`src/rtl/core/hlx_pkg.sv`:
```
// Shared types and codes of the header/length/XOR frame parser.
package hlx_pkg;

    localparam int unsigned ByteW = 8;

    typedef enum logic [2:0] {
        ROLE_DISCARD = 3'd0,
        ROLE_HEADER  = 3'd1,
        ROLE_LENGTH  = 3'd2,
        ROLE_BODY    = 3'd3,
        ROLE_CHECK   = 3'd4
    } role_t;

    typedef enum logic [1:0] {
        ST_BUSY   = 2'd0,
        ST_OK     = 2'd1,
        ST_BADSUM = 2'd2,
        ST_BADLEN = 2'd3
    } status_t;

    // Register indexes of the configuration port
    localparam logic REG_HEADER = 1'b0;
    localparam logic REG_MAXLEN = 1'b1;

    typedef struct packed {
        logic [ByteW-1:0] data;
        role_t            role;
        status_t          status;
        logic             last;
    } result_t;

endpackage

```
`src/rtl/core/hlx_in_stage.sv`:
```
// Input register stage of the frame parser.
module hlx_in_stage (
    input  logic                       clk,
    input  logic                       rst_n,
    input  logic                       s_axis_tvalid,
    output logic                       s_axis_tready,
    input  logic [hlx_pkg::ByteW-1:0]  s_axis_tdata,   // [7:0] rx_byte
    input  logic                       advance,
    output logic                       in_valid,
    output logic [hlx_pkg::ByteW-1:0]  in_byte
);

    logic                      in_valid_reg;
    logic                      in_valid_next;
    logic [hlx_pkg::ByteW-1:0] in_byte_reg;

    assign s_axis_tready = !in_valid_reg || advance;

    always_comb
    begin
        in_valid_next = in_valid_reg;
        if (s_axis_tready)
        begin
            in_valid_next = s_axis_tvalid;
        end
    end

    always_ff @(posedge clk or negedge rst_n)
    begin
        if (!rst_n)
        begin
            in_valid_reg <= 1'b0;
        end
        else
        begin
            in_valid_reg <= in_valid_next;
        end
    end

    always_ff @(posedge clk)
    begin
        if (s_axis_tvalid && s_axis_tready)
        begin
            in_byte_reg <= s_axis_tdata;
        end
    end

    assign in_valid = in_valid_reg;
    assign in_byte  = in_byte_reg;

endmodule

```
`src/rtl/core/hlx_parser.sv`:
```
// Frame parsing state and per-byte decode.
module hlx_parser (
    input  logic                       clk,
    input  logic                       rst_n,
    input  logic                       advance,
    input  logic [hlx_pkg::ByteW-1:0]  in_byte,
    input  logic [hlx_pkg::ByteW-1:0]  header_byte,
    input  logic [hlx_pkg::ByteW-1:0]  max_length,
    output hlx_pkg::result_t           result
);

    typedef enum logic [1:0] {
        PH_HUNT = 2'd0,
        PH_LEN  = 2'd1,
        PH_BODY = 2'd2,
        PH_SUM  = 2'd3
    } phase_t;

    phase_t                    phase_reg;
    phase_t                    phase_next;
    logic [hlx_pkg::ByteW-1:0] left_reg;
    logic [hlx_pkg::ByteW-1:0] left_next;
    logic [hlx_pkg::ByteW-1:0] xor_reg;
    logic [hlx_pkg::ByteW-1:0] xor_next;
    logic [hlx_pkg::ByteW-1:0] left_dec;
    logic                      is_header;

    assign is_header = (in_byte == header_byte);
    assign left_dec  = (left_reg != '0) ? (left_reg - 1'b1) : left_reg;

    always_comb
    begin
        phase_next    = phase_reg;
        left_next     = left_reg;
        xor_next      = xor_reg;
        result.data   = in_byte;
        result.role   = hlx_pkg::ROLE_DISCARD;
        result.status = hlx_pkg::ST_BUSY;
        result.last   = 1'b0;
        unique case (phase_reg)
            PH_HUNT:
            begin
                if (is_header)
                begin
                    result.role = hlx_pkg::ROLE_HEADER;
                    xor_next    = in_byte;
                    phase_next  = PH_LEN;
                end
            end
            PH_LEN:
            begin
                result.role = hlx_pkg::ROLE_LENGTH;
                if (in_byte > max_length)
                begin
                    // reject, then rescan this byte as a possible header
                    result.status = hlx_pkg::ST_BADLEN;
                    result.last   = 1'b1;
                    left_next     = '0;
                    if (is_header)
                    begin
                        xor_next   = in_byte;
                        phase_next = PH_LEN;
                    end
                    else
                    begin
                        xor_next   = '0;
                        phase_next = PH_HUNT;
                    end
                end
                else
                begin
                    xor_next   = xor_reg ^ in_byte;
                    left_next  = in_byte;
                    phase_next = (in_byte != '0) ? PH_BODY : PH_SUM;
                end
            end
            PH_BODY:
            begin
                result.role = hlx_pkg::ROLE_BODY;
                xor_next    = xor_reg ^ in_byte;
                left_next   = left_dec;
                if (left_dec == '0)
                begin
                    phase_next = PH_SUM;
                end
            end
            PH_SUM:
            begin
                result.role   = hlx_pkg::ROLE_CHECK;
                result.status = (in_byte == xor_reg) ? hlx_pkg::ST_OK : hlx_pkg::ST_BADSUM;
                result.last   = 1'b1;
                xor_next      = '0;
                left_next     = '0;
                phase_next    = PH_HUNT;
            end
            default:
            begin
                phase_next = PH_HUNT;
            end
        endcase
    end

    always_ff @(posedge clk or negedge rst_n)
    begin
        if (!rst_n)
        begin
            phase_reg <= PH_HUNT;
            left_reg  <= '0;
            xor_reg   <= '0;
        end
        else if (advance)
        begin
            phase_reg <= phase_next;
            left_reg  <= left_next;
            xor_reg   <= xor_next;
        end
    end

endmodule

```
`src/rtl/core/header_length_xor_frame_parser_unit.sv`:
```
// Top level of the header/length/XOR frame parser with its register port.
//
// Each received byte on the input stream yields exactly one result on the output
// stream, carrying the byte, its role in the frame and the frame status; tlast
// marks the byte that ends or aborts a frame. The block takes one byte per cycle
// while the output is not stalled; each byte is held first in the input register,
// then as a result in the result register, with the frame state stepped as
// a byte moves between them. Input ready follows output ready through those two
// registers, so a stall downstream holds the input once both are full.
// Configuration (header byte at 0x0, maximum length at 0x4) applies from the
// next byte parsed.
module header_length_xor_frame_parser_unit (
    input  logic        clk,
    input  logic        rst_n,
    input  logic        s_axis_tvalid,
    output logic        s_axis_tready,
    input  logic [7:0]  s_axis_tdata,   // [7:0] rx_byte
    output logic        m_axis_tvalid,
    input  logic        m_axis_tready,
    output logic [7:0]  m_axis_tdata,   // [7:0] out_byte
    output logic [4:0]  m_axis_tuser,   // [2:0] byte_role, [4:3] frame_status
    output logic        m_axis_tlast,   // frame_last
    input  logic        psel,
    input  logic        penable,
    input  logic        pwrite,
    input  logic [2:0]  paddr,
    input  logic [31:0] pwdata,
    output logic [31:0] prdata,
    output logic        pready
);

    logic [hlx_pkg::ByteW-1:0] header_reg;
    logic [hlx_pkg::ByteW-1:0] maxlen_reg;
    logic                      cfg_write;

    logic                      in_valid;
    logic [hlx_pkg::ByteW-1:0] in_byte;
    logic                      advance;
    hlx_pkg::result_t          result;

    logic                      out_valid_reg;
    logic                      out_valid_next;
    hlx_pkg::result_t          out_reg;

    // Configuration registers
    assign pready    = 1'b1;
    assign cfg_write = psel && penable && pwrite;

    always_ff @(posedge clk or negedge rst_n)
    begin
        if (!rst_n)
        begin
            header_reg <= 8'h00;
            maxlen_reg <= 8'hFF;
        end
        else if (cfg_write)
        begin
            if (paddr[2] == hlx_pkg::REG_HEADER)
            begin
                header_reg <= pwdata[hlx_pkg::ByteW-1:0];
            end
            else
            begin
                maxlen_reg <= pwdata[hlx_pkg::ByteW-1:0];
            end
        end
    end

    always_comb
    begin
        prdata = '0;
        if (paddr[2] == hlx_pkg::REG_MAXLEN)
        begin
            prdata[hlx_pkg::ByteW-1:0] = maxlen_reg;
        end
        else
        begin
            prdata[hlx_pkg::ByteW-1:0] = header_reg;
        end
    end

    // Step a byte into the result register whenever that register is free or draining
    assign advance = in_valid && (!out_valid_reg || m_axis_tready);

    hlx_in_stage u_in_stage (
        .clk           (clk),
        .rst_n         (rst_n),
        .s_axis_tvalid (s_axis_tvalid),
        .s_axis_tready (s_axis_tready),
        .s_axis_tdata  (s_axis_tdata),
        .advance       (advance),
        .in_valid      (in_valid),
        .in_byte       (in_byte)
    );

    hlx_parser u_parser (
        .clk         (clk),
        .rst_n       (rst_n),
        .advance     (advance),
        .in_byte     (in_byte),
        .header_byte (header_reg),
        .max_length  (maxlen_reg),
        .result      (result)
    );

    always_comb
    begin
        out_valid_next = out_valid_reg;
        if (!out_valid_reg || m_axis_tready)
        begin
            out_valid_next = in_valid;
        end
    end

    always_ff @(posedge clk or negedge rst_n)
    begin
        if (!rst_n)
        begin
            out_valid_reg <= 1'b0;
        end
        else
        begin
            out_valid_reg <= out_valid_next;
        end
    end

    always_ff @(posedge clk)
    begin
        if (advance)
        begin
            out_reg <= result;
        end
    end

    assign m_axis_tvalid = out_valid_reg;
    assign m_axis_tdata  = out_reg.data;
    assign m_axis_tuser  = {out_reg.status, out_reg.role};
    assign m_axis_tlast  = out_reg.last;

    // A checksum byte always closes its frame
    a_check_closes: assert property (@(posedge clk) disable iff (!rst_n)
        (m_axis_tvalid && m_axis_tuser[2:0] == hlx_pkg::ROLE_CHECK) |-> m_axis_tlast)
        else $error("checksum byte without tlast");

    // A rejected length is reported only on a length byte, and closes the frame
    a_badlen_role: assert property (@(posedge clk) disable iff (!rst_n)
        (m_axis_tvalid && m_axis_tuser[4:3] == hlx_pkg::ST_BADLEN)
        |-> (m_axis_tuser[2:0] == hlx_pkg::ROLE_LENGTH && m_axis_tlast))
        else $error("length rejection on a non-length byte");

    // Discarded bytes carry no status and never end a frame
    a_discard_quiet: assert property (@(posedge clk) disable iff (!rst_n)
        (m_axis_tvalid && m_axis_tuser[2:0] == hlx_pkg::ROLE_DISCARD)
        |-> (m_axis_tuser[4:3] == hlx_pkg::ST_BUSY && !m_axis_tlast))
        else $error("discarded byte with status or tlast");

    // A byte held in the input stage while output drains must move on
    a_no_bubble: assert property (@(posedge clk) disable iff (!rst_n)
        (in_valid && m_axis_tready) |=> m_axis_tvalid)
        else $error("result lost between stages");

endmodule

```
`config.mk`:
```
export PLATFORM = sky130hd
export DESIGN_NAME = header_length_xor_frame_parser_unit
export DESIGN_NICKNAME = d
export VERILOG_FILES = /design/src/rtl/core/hlx_pkg.sv /design/src/rtl/core/hlx_in_stage.sv /design/src/rtl/core/hlx_parser.sv /design/src/rtl/core/header_length_xor_frame_parser_unit.sv
export SDC_FILE = /design/constraint.sdc
export NUM_CORES = 1
export LEC_CHECK = 0
export BUFFER_PORTS_ARGS = -buffer_cell sky130_fd_sc_hd__buf_2
export CAP_MARGIN = 20
export CORE_MARGIN = 8
export CORE_UTILIZATION = 40
export CTS_CLUSTER_SIZE = 25
export DETAILED_ROUTE_END_ITERATION = 6
export PLACE_DENSITY = 0.64
export SYNTH_ARGS = -nofsm -noshare
export SYNTH_HDL_FRONTEND = slang
export SYNTH_SLANG_ARGS = --single-unit
```
`constraint.sdc`:
```
create_clock -name clk -period 2.7 [get_ports clk]
set_clock_uncertainty 0.05 [all_clocks]
set_input_delay 0.54 -clock clk [delete_from_list [all_inputs] [get_ports clk]]
set_output_delay 0.54 -clock clk [all_outputs]
set_load 0.1 [all_outputs]
```
-- After elaboration in Yosys (flattened, before gate mapping)
Cells that the tools add are included.
- bits in writable memories: 0
- output and inout bits: 49
- word-level logic and storage cells: 60
- register bits after elaboration: 58
- bits of input ports: 50
- bits in read-only memories: 0
- memories kept: 0
- latch bits: 0
- add/sub/neg operators: 1
- eq/ne operators: 7
- bitwise logic cells: 2
- multiplexer cells: 19
- order comparisons: 1
- shift-type cells: 0
- div/mod/pow operators: 0
- reductions and logical operators: 18
- multiply operators: 0
- operators by type and width (operator ; count):
    2-to-1 mux 8 bit ; 6
    case mux 8 bit (4 select lines) ; 1
    case mux 8 bit (3 select lines) ; 1
    equality test 8 bit ; 2
    nonzero test 8 bit ; 2
    case mux 3 bit (4 select lines) ; 1
    greater-than comparator 8 bit ; 1
    logical NOT 8 bit ; 1
    2-to-1 mux 2 bit ; 4
    case mux 2 bit (4 select lines) ; 1
    AND reduction 2 bit ; 4
    subtractor 8 x 1 -> 8 bit (second input constant) ; 1
    bitwise XOR 8 bit ; 1
    case mux 3 bit (2 select lines) ; 1
    equality test 2 bit (second input constant) ; 2
    logical AND 1 bit ; 4
    != test 2 x 1 -> 1 bit (second input constant) ; 2
    2-to-1 mux 1 bit ; 3
    2-to-1 mux 3 bit ; 1
    AND reduction 3 bit ; 1
    nonzero test 3 bit ; 1
    equality test 2 x 1 -> 1 bit (second input constant) ; 1
    logical NOT 1 bit ; 2
    logical NOT 2 bit ; 1
    other kinds (2) ; 3

-- Longest topological paths before layout
Gate-level depths: netlist of run 1.
- depth in word-level cells: 5
- mapped depth: 10
- gate-level depth less buffers: 8

-- By module
From an unflattened synthesis of run 1, not the netlist that was laid out.
- cells, all modules: 312
- area total of the unflattened synthesis: 3482.1 sq um
- modules (own cells, without submodules) (module ; sequential area each (sq um) ; cells each ; area each (sq um) ; instances):
    hlx_parser ; 450.4 ; 212 ; 1791.7 ; 1
    header_length_xor_frame_parser_unit ; 855.8 ; 88 ; 1396.3 ; 1
    hlx_in_stage ; 265.3 ; 12 ; 294.0 ; 1

-- Worst setup path after synthesis of run 1
No wires, ideal clock.
- path kind: reg-to-reg
- from: register out_valid_reg (netlist: m_axis_tvalid)
- to: register u_in_stage.in_byte_reg, in the netlist u_in_stage.in_byte[0] (enable)
- setup slack: -152 ps
- arrival: 2521 ps
- cell stages (with the launch flop): 3
- path buffers: 0
- setup time: 282 ps
- data required time: 2368 ps
- clock period less this slack: 2852 ps
- path through: dfrtp_1 -> nand3b_1 -> and2_1
- longest elaborated chain between the ends: 5
- RTL lines (what ; RTL line ; text):
    from (decl) ; header_length_xor_frame_parser_unit.sv:41 ; logic out_valid_reg;
    from (signal assigned) ; header_length_xor_frame_parser_unit.sv:123 ; out_valid_reg <= out_valid_next;
    logical NOT 1 bit ; header_length_xor_frame_parser_unit.sv:83 ; assign advance = in_valid && (!out_valid_reg || m_axis_tready);
    logical OR 1 bit ; header_length_xor_frame_parser_unit.sv:83 ;
    logical AND 1 bit ; header_length_xor_frame_parser_unit.sv:83 ;
    logical OR 1 bit ; hlx_in_stage.sv:17 ; assign s_axis_tready = !in_valid_reg || advance;
    via s_axis_tready ; header_length_xor_frame_parser_unit.sv:16 ; output logic s_axis_tready,
    logical AND 1 bit ; hlx_in_stage.sv:42 ; if (s_axis_tvalid && s_axis_tready)
    to (signal assigned) ; hlx_in_stage.sv:44 ; in_byte_reg <= s_axis_tdata;
    to (decl) ; hlx_in_stage.sv:15 ; logic [hlx_pkg::ByteW-1:0] in_byte_reg;
The timed path passes the listed nets, and every way through them passes these cells.
A chain may end at the register's enable or synchronous reset.

-- Worst setup path after layout of run 1
- from: register u_parser.left_reg[4] (netlist bit)
- to: register u_parser.phase_reg[0]
- longest elaborated chain between the ends: 5
- elaborated cells between the ends (all ways): 6
- those cells by class: add/sub (1); eq/ne (1); mux (1); reduce/logical (3)
- RTL lines (what ; RTL line ; text):
    from (decl) ; hlx_parser.sv:21 ; logic [hlx_pkg::ByteW-1:0] left_reg;
    from (signal assigned) ; hlx_parser.sv:114 ; left_reg <= left_next;
    subtractor 8 x 1 -> 8 bit / nonzero test 8 bit (equally long branches) ; hlx_parser.sv:29 ; assign left_dec = (left_reg != '0) ? (left_reg - 1'b1) : left_reg;
    2-to-1 mux 8 bit (*) ; hlx_parser.sv:29 ;
    logical NOT 8 bit (*) ; hlx_parser.sv:82 ; if (left_dec == '0)
    != test 2 x 1 -> 1 bit (no line) (*) ; -- ;
    AND reduction 3 bit (no line) (*) ; -- ;
    to (signal assigned) ; hlx_parser.sv:113 ; phase_reg <= phase_next;
    to (decl) ; hlx_parser.sv:19 ; phase_t phase_reg;
Mark *: on every way between the ends. The rest lies on a longest branch, timed or not.

==> results of run 1 <==
[cell usage after synthesis (5+ instances only)]
library cell and n:
sky130_fd_sc_hd__nor2_1 8, sky130_fd_sc_hd__a21oi_1 10, sky130_fd_sc_hd__a221o_1 5, sky130_fd_sc_hd__nor4_1 8
sky130_fd_sc_hd__xnor2_1 9, sky130_fd_sc_hd__edfxtp_1 22, sky130_fd_sc_hd__xor2_1 8, sky130_fd_sc_hd__mux2_2 25
sky130_fd_sc_hd__clkbuf_1 18, sky130_fd_sc_hd__nand4_1 6, sky130_fd_sc_hd__nand2b_1 6, sky130_fd_sc_hd__inv_1 16
sky130_fd_sc_hd__o31ai_1 9, sky130_fd_sc_hd__dfstp_2 8, sky130_fd_sc_hd__o21ai_0 10, sky130_fd_sc_hd__nand2_1 13
sky130_fd_sc_hd__dfrtp_1 28, sky130_fd_sc_hd__o211ai_1 10, sky130_fd_sc_hd__a32o_1 8, sky130_fd_sc_hd__ha_1 15
sky130_fd_sc_hd__buf_4 25
[cell type report]
| type | count | area share |
|---|---|---|
| clock buffers | 11 | 0.03611 |
| clock inverters | 5 | 0.01374 |
| inverters | 16 | 0.01534 |
| multi-input cells | 216 | 0.4107 |
| flip-flops and latches | 58 | 0.4017 |
| well taps | 105 | 0.03356 |
| repair buffers | 62 | 0.08885 |
[what timing repair did]
item,in CTS,in global routing
setup endpoints to repair,0,8
hold buffers,0,0
resized for setup,0,1
[logic make-up (layout without fill, tap and decap cells)]
group	Yosys count	count (layout)	share of synthesized area
AND/OR/NAND/NOR	67	67	0.1149
AO/OA/AOI/OAI	66	66	0.1423
buffers and inverters	62	94	0.09766
flip-flops	58	58	0.4594
multiplexers	26	26	0.08522
XOR/XNOR	17	17	0.04353
adder cells (fa/ha/maj)	15	15	0.05486
other	2	25	0.002195
[worst max path at each step]
stage	start	endpoint	slack, ps	depth (start not counted)
final	u_parser.left_reg[4]$_DFFE_PN0P_	u_parser.phase_reg[0]$_DFFE_PN0P_	270	6
after CTS	maxlen_reg[1]$_DFFE_PN1P_	u_parser.xor_reg[1]$_DFFE_PN0P_	50	8
after global placement	maxlen_reg[1]$_DFFE_PN1P_	u_parser.xor_reg[5]$_DFFE_PN0P_	80	8
after global routing	u_parser.left_reg[4]$_DFFE_PN0P_	u_parser.phase_reg[0]$_DFFE_PN0P_	150	6
after floorplan	m_axis_tvalid$_DFFE_PN0P_	u_in_stage.in_byte[0]$_DFFE_PP_	240	2
after detailed placement	maxlen_reg[1]$_DFFE_PN1P_	u_parser.xor_reg[1]$_DFFE_PN0P_	60	8
[worst register-to-register path: stages (launching register included)]
cell	delay (ps)
sky130_fd_sc_hd__dfrtp_1	460
sky130_fd_sc_hd__or4_4	560
sky130_fd_sc_hd__or3b_1	400
sky130_fd_sc_hd__or3_1	340
sky130_fd_sc_hd__a21oi_1	150
sky130_fd_sc_hd__o211a_1	190
sky130_fd_sc_hd__a41oi_1	120
[metal layers]
layer / track usage / up-vias / part of all wire
met2: 0.2223 / 100 / 0.45
met4: 0.04203 / 0 / 0.0097
met5: 0 / - / 0
li1: - / 1213 / -
met3: 0.03629 / 9 / 0.082
met1: 0.1852 / 1204 / 0.46
[power by group through the flow]
stage | logic, mW | clock network (mW) | registers (mW)
finish | 2.17 | 0.788 | 1.40
floorplan | 1.58 | 0 | 1.57
global route | 2.35 | 0.847 | 1.43
global placement | 2.12 | 0 | 1.39
CTS | 2.16 | 0.803 | 1.39
detailed placement | 2.15 | 0 | 1.41
==> results.txt, run 1 <==
For this design the top-level I/O count stands at about 100. The number of global-route vias before repair came to 2548. The routed design could run at a clock period as short as 2428 ps. STA classifies the critical path endpoint as a register.

The part of the power in combinational logic came out at 0.498. Final hold analysis gives a worst-case slack of between 200 and 300 ps. The share of total power dissipated in sequential elements is 0.321. The area of placed instances came out at 3714 sq um. The clock tree from TritonCTS is done. The maximum count of clock buffers along a single path is 2. The run finished with clean final reports. The post-CTS repair timing setup buffer count came out at 0. The hold violation count in the final report is 0.

Before CTS, the worst setup slack after placement is approximately 60 ps. The highest net fanout along the worst path is 7. The final net count came out at 428. Leaving out fill and tap cells, the most frequent cell in the layout is sky130_fd_sc_hd__buf_2. The peak clock frequency supported by timing is between 400 and 500 MHz.

Clock-pin slew was measured on the worst setup and hold paths at 60 ps. The power per unit of standard cell area is 1113 nW/um^2. Row generation in the floorplan step produced 33 rows. The later pin in the worst-skew pair is clocked with a latency of around 330 ps. The minimum setup slack among reg-to-reg paths came out at 270 ps.

After the flow finishes, the layout carries non-filler instances totaling 473. The area of the core came out at 8258 sq um. The repair_antennas step left the layout with diodes totalling 0.

The critical path arrival is between 2000 and 3000 ps. With fillers left out, the area of the finished cells amounts to between 3000 and 4000 sq um. The area growth from synthesis to layout is 14.45%. The worst setup slack after layout came out at 271.9 ps. The final routed wirelength across all metal layers is 8.068 mm. Summed over all nets, the half-perimeter wirelength after detailed placement is approximately 5.9 mm.

The count of unique library cells instantiated by Yosys is 51. The floorplan step set the die height to 108.5 microns. The length of the first detailed-routing pass in iterations is 4. The average wire per standard cell is 17.06 microns.

The capturing point of the worst reg2reg path is u_parser.phase_reg[0]$_DFFE_PN0P_. The transition at the pin with the smallest max-transition slack is between 800 and 900 ps. The total chip power came out at 4.356 mW. The iteration-0 DRC count of the detailed router is 117.

The pin count of the biggest net entering global routing came out at 37. The element type at the critical path start is a register. The depth of the worst register-to-register path came out at 6. The slowest stage of the critical path belongs to the cell sky130_fd_sc_hd__or4_4. The internal portion of the total power is 2.335 mW. The final count of pins violating max slew came out at 0. Setup repair after global routing left no endpoint under its margin.

The proportion of register bits with asynchronous set or reset after synthesis came out at 0.6207. The library cells used most frequently in the layout, excluding fill and tap cells, are sky130_fd_sc_hd__buf_2, sky130_fd_sc_hd__dfrtp_1, sky130_fd_sc_hd__mux2_2, sky130_fd_sc_hd__conb_1, sky130_fd_sc_hd__edfxtp_1. The number of endpoints failing setup at the final stage is 0. The number of buffers and inverters on the critical path is 0. The count of nets left with antenna violations once routing finished came out at 0. Yosys attributes the largest share of cell area to sky130_fd_sc_hd__dfrtp_1, sky130_fd_sc_hd__edfxtp_1, sky130_fd_sc_hd__mux2_2. Counting flops with a built-in enable in the synthesized netlist gives 22.

The sequential element share of the synthesized area is 0.4594. Routability-driven placement finished with a final weighted congestion of 0.8450. The cell family contributing the most delay on the critical path is simple AND/OR/NAND/NOR gates. The critical path in this run is classified as register to register. The total global-route track usage came out at 0.1408.

The layout cell share with drive strength beyond 1 came out at 0.3152. The overall overflow remaining after global route is 0. The core occupancy in the finished layout is 0.4741. The area taken by flip-flops and latches is 1573 sq um. The remaining routing DRC violations is 0. The share of total power consumed by net switching came out at 0.4639. STA puts the critical path data required time at between 2000 and 3000 ps.

After detailed routing, the number of vias per cell comes to 5.340. The startpoint identified for the worst register-to-register timing path is u_parser.left_reg[4]$_DFFE_PN0P_. The Yosys step of the flow raised 0 warnings.

The top-area cell type share of the netlist area is 0.2048. The number of synthesized register bits is between 50 and 60. The initial utilization of the core area, before any placement, comes to 0.4142.

The critical path goes through or4_4, or3b_1, or3_1, a21oi_1, o211a_1, a41oi_1. The area enclosed by the die boundary is ~12000 sq um. The max-capacitance violation count came out at 0. The switching power of the nets came out at about 2.0 mW.

The width of the chip came out at approximately 110 microns. The path category of the worst min-delay check is primary input to asynchronous set/reset pin. The post-route fraction of the period consumed by the critical path came out at 0.8993.

The wire length of the first global-routing pass is 13.03 mm. Headroom to the max-slew limit came out at 0.4273. After filler insertion, the fill cell instance count of the layout stands at 772. The cell count after placement came out at 457. Counting every instance in the synthesized netlist gives 313. The largest voltage drop on the vdd net is 0.4569 mV. The setup TNS came out at 0 ps. The maximum level of the CTS H-tree is 3.

The count of port buffers added during placement came out at 47. The tree is rooted in a sky130_fd_sc_hd__clkbuf_8. The post-synthesis instance area is 3421 sq um.

The delay of the slowest cell on the worst path came out at about 560 ps. The total via count in the routed design is about 2500. The reported leakage power came out at between 1.5 and 2 nW. Among all flip-flop cells after synthesis, the most frequent one is sky130_fd_sc_hd__dfrtp_1.

The largest total area in the synthesized netlist belongs to sky130_fd_sc_hd__dfrtp_1. The area taken by multi-input logic gates came out at 1608 sq um. The number of buffers added by the clock tree synthesis step is 9. The initial antenna violation count is 0. The mean instance size in the synthesized netlist is 10.93 sq um. The fraction of power consumed by the clock network is 0.181. The total clock sinks came out at 58.
Note: power is estimated with default switching activity, not from simulation.
==> run 2: changes to the inputs <==
Settings changed: BUFFER_PORTS_ARGS -buffer_cell sky130_fd_sc_hd__buf_2 to -buffer_cell sky130_fd_sc_hd__clkbuf_2, REMOVE_ABC_BUFFERS set to 1.
==> results.txt, run 2 (synthesis results as in run 1) <==
The flow ran to the end, and the final reports show no timing, DRC or antenna violations. The post-CTS repair timing setup buffer count is 0 (unchanged). The total chip power is 4.367 mW (+0.27%). The number of buffers added by the clock tree synthesis step was 9 (unchanged). The final routed wirelength across all metal layers is 7.939 mm (-1.6%). The highest net fanout along the worst path is 7 (unchanged). The part of the power in combinational logic came out at 0.492 (-0.006). The post-cts resize count came to 0 (unchanged). The length of routed wiring on met1 came out at 3.435 mm (-7.1%).

The path category of the worst min-delay check is primary input to asynchronous set/reset pin. The mean number of vias per cell is 5.339 (about the same). The initial antenna violation count was 0 (unchanged). The post-detailed-placement half-perimeter wirelength came to 5.820 mm (-1.6%). The count of antenna diodes in the layout was 0 (unchanged). The post-route fraction of the period consumed by the critical path is 0.8963 (-0.002966).

The maximum count of clock buffers along a single path is 2 (unchanged). The final weighted congestion in routability-driven placement came to 0.8468 (+0.21%). The power per unit of standard cell area came out at 1109 nW/um^2 (-0.28%). The post-layout minimum cycle time is 2420 ps (-8.008 ps). The growth of design area from synthesis to finish came out at 15.07%.

The layout cell share with drive strength beyond 1 is 0.3162 (+0.0009988). The final net count came to 430 (+0.47%). The library cells used most frequently in the layout, excluding fill and tap cells, are sky130_fd_sc_hd__clkbuf_2, sky130_fd_sc_hd__dfrtp_1, sky130_fd_sc_hd__mux2_2, sky130_fd_sc_hd__conb_1, sky130_fd_sc_hd__edfxtp_1.

The die extent in y came to 108.5 microns (unchanged). The share of power burned in registers is 0.320 (about the same). The design area is 3936 sq um (+0.54%). The total via count in the routed design is 2536 (+0.40%). The critical path arrival is 2630 ps (+70 ps). The cell-internal power is 2.358 mW (+0.99%). The count of standard-cell rows came out at 33 (unchanged). The number of I/O pins was 99 (unchanged). The initial core utilization came out at 0.4142 (unchanged). The area of the core is 8258 sq um (unchanged).

The count of port buffers added during placement is 47 (unchanged). The number of endpoints failing setup at the final stage came out at 0 (unchanged). The remaining routing DRC violations is 0 (unchanged). The tree is rooted in a sky130_fd_sc_hd__clkbuf_8. The normalized max-slew margin is 0.3717 (-0.05555). The routed length on met2 came to 3.666 mm (+0.99%). Setup repair after global routing left no endpoint under its margin. The total clock sinks came out at 58 (unchanged).

The wire length of the first global-routing pass is 13.08 mm (+0.37%). The switching power of the nets came to 2.009 mW (-0.57%). The maximum level of the CTS H-tree is 3 (unchanged). The iteration-0 DRC count of the detailed router is 140 (+20%). The fraction of power consumed by the clock network is 0.188 (+0.007).

The category of the critical setup timing path is register to register. The number of global-route vias before repair is 2589 (+1.6%). The overall overflow remaining after global route is 0 (unchanged). The average wire per standard cell came to 16.71 microns (-2.0%). The share of total power consumed by net switching is 0.4600 (-0.003872). The required time at the endpoint of the critical path came out at 2910 ps (+80 ps).

The number of hold buffers added after cts came out at 0 (unchanged). The reported leakage power came out at 1.704 nW (+1.9%). The minimum hold slack is 282.5 ps (+14.28 ps).

The largest voltage drop on the vdd net is 0.5506 mV (+21%). The antenna violation net count after detailed routing was 0 (unchanged). STA classifies the critical path endpoint as a register. The most common cell after layout, fill and taps aside is sky130_fd_sc_hd__clkbuf_2. The total global-route track usage was 0.1409 (+0.0001619).

The register clock-pin slew on the reported worst setup and hold paths came to 70 ps (about the same). The hold violation count in the final report is 0 (unchanged). The clock latency reported for the late side of the worst-skew pair is 340 ps (about the same). The met3 wire length is 735 microns (+11%). The element type at the critical path start is a register. The width of the chip came out at 108.5 microns (unchanged). The highest signal layer in the routed design is met4.

The length of the first detailed-routing pass in iterations came out at 5 (+1). The clock tree from TritonCTS is done. The transition at the pin with the smallest max-transition slack is 942.4 ps (+83.32 ps). The final count of pins violating max slew is 0 (unchanged). The area enclosed by the die boundary was 11770 sq um (unchanged). The max-capacitance violation count came out at 0 (unchanged). The setup TNS was 0 ps (unchanged). The area of placed instances came out at 3727 sq um (+0.37%). The peak clock frequency supported by timing came out at 413.2 MHz (+0.33%). The pin count of the biggest net entering global routing came out at 37 (unchanged).
-- run 2: path summary, 6_finish.rpt --
| kind | startpoint | to | slack [ps] | cells after the start |
|---|---|---|---|---|
| worst max-delay path | u_parser.left_reg[4]$_DFFE_PN0P_ | register | 280 | 6 |
| worst min-delay path | rst_n | header_reg[3]$_DFFE_PN0P_ | 280 | 1 |
| worst max register to register | u_parser.left_reg[4]$_DFFE_PN0P_ | register | 280 | 6 |
| worst min register to register | u_in_stage.in_valid$_DFFE_PN0N_ | m_axis_tvalid$_DFFE_PN0P_ | 460 | 1 |
| max in group asynchronous | rst_n | u_parser.xor_reg[2]$_DFFE_PN0P_ | 1730 | 1 |
| min in group clk | s_axis_tdata[7] | u_in_stage.in_byte[7]$_DFFE_PP_ | 320 | 1 |
-- run 2: cell type report --
type / instances / area (sq um)
Timing Repair Buffer: 64 / 362.8
Multi-Input combinational cell: 216 / 1602
Fill cell: 777 / 4322
Inverter: 16 / 60.06
Tap cell: 105 / 131.4
Clock buffer: 13 / 191.4
Clock inverter: 3 / 17.52
Sequential cell: 58 / 1572
-- run 2: power groups by stage --
| stage | Clock [mW] | Sequential, mW | Combinational [mW] |
|---|---|---|---|
| 3_5_place_dp | 0 | 1.41 | 2.14 |
| 4_1_cts | 0.850 | 1.39 | 2.15 |
| 2_1_floorplan | 0 | 1.62 | 1.44 |
| 3_3_place_gp | 0 | 1.40 | 2.10 |
| 5_1_grt | 0.881 | 1.43 | 2.32 |
| 6_report | 0.819 | 1.40 | 2.15 |
-- run 2: worst max-delay path, cell delays in order, from the launching register on --
cell and delay, ps:
sky130_fd_sc_hd__dfrtp_1 440, sky130_fd_sc_hd__or4_4 550, sky130_fd_sc_hd__or3b_1 400, sky130_fd_sc_hd__or3_1 340
sky130_fd_sc_hd__a21oi_1 170, sky130_fd_sc_hd__o211a_1 190, sky130_fd_sc_hd__mux2i_1 190
-- run 2: metal layers --
layer,track usage,vias to the layer above
li1,-,1207
met1,0.1813,1218
met2,0.2223,100
met3,0.04045,11
met4,0.04692,0
met5,0,-
-- run 2: through the flow --
step                setup slack (ps)  std cells  utilization
finish                         279.9        475       0.4767
global route                   155.9        475       0.4767
CTS                            289.9        475       0.4767
detailed placement             326.6        459       0.4514
global placement               334.7        459       0.4514
floorplan                     -152.5        290            -
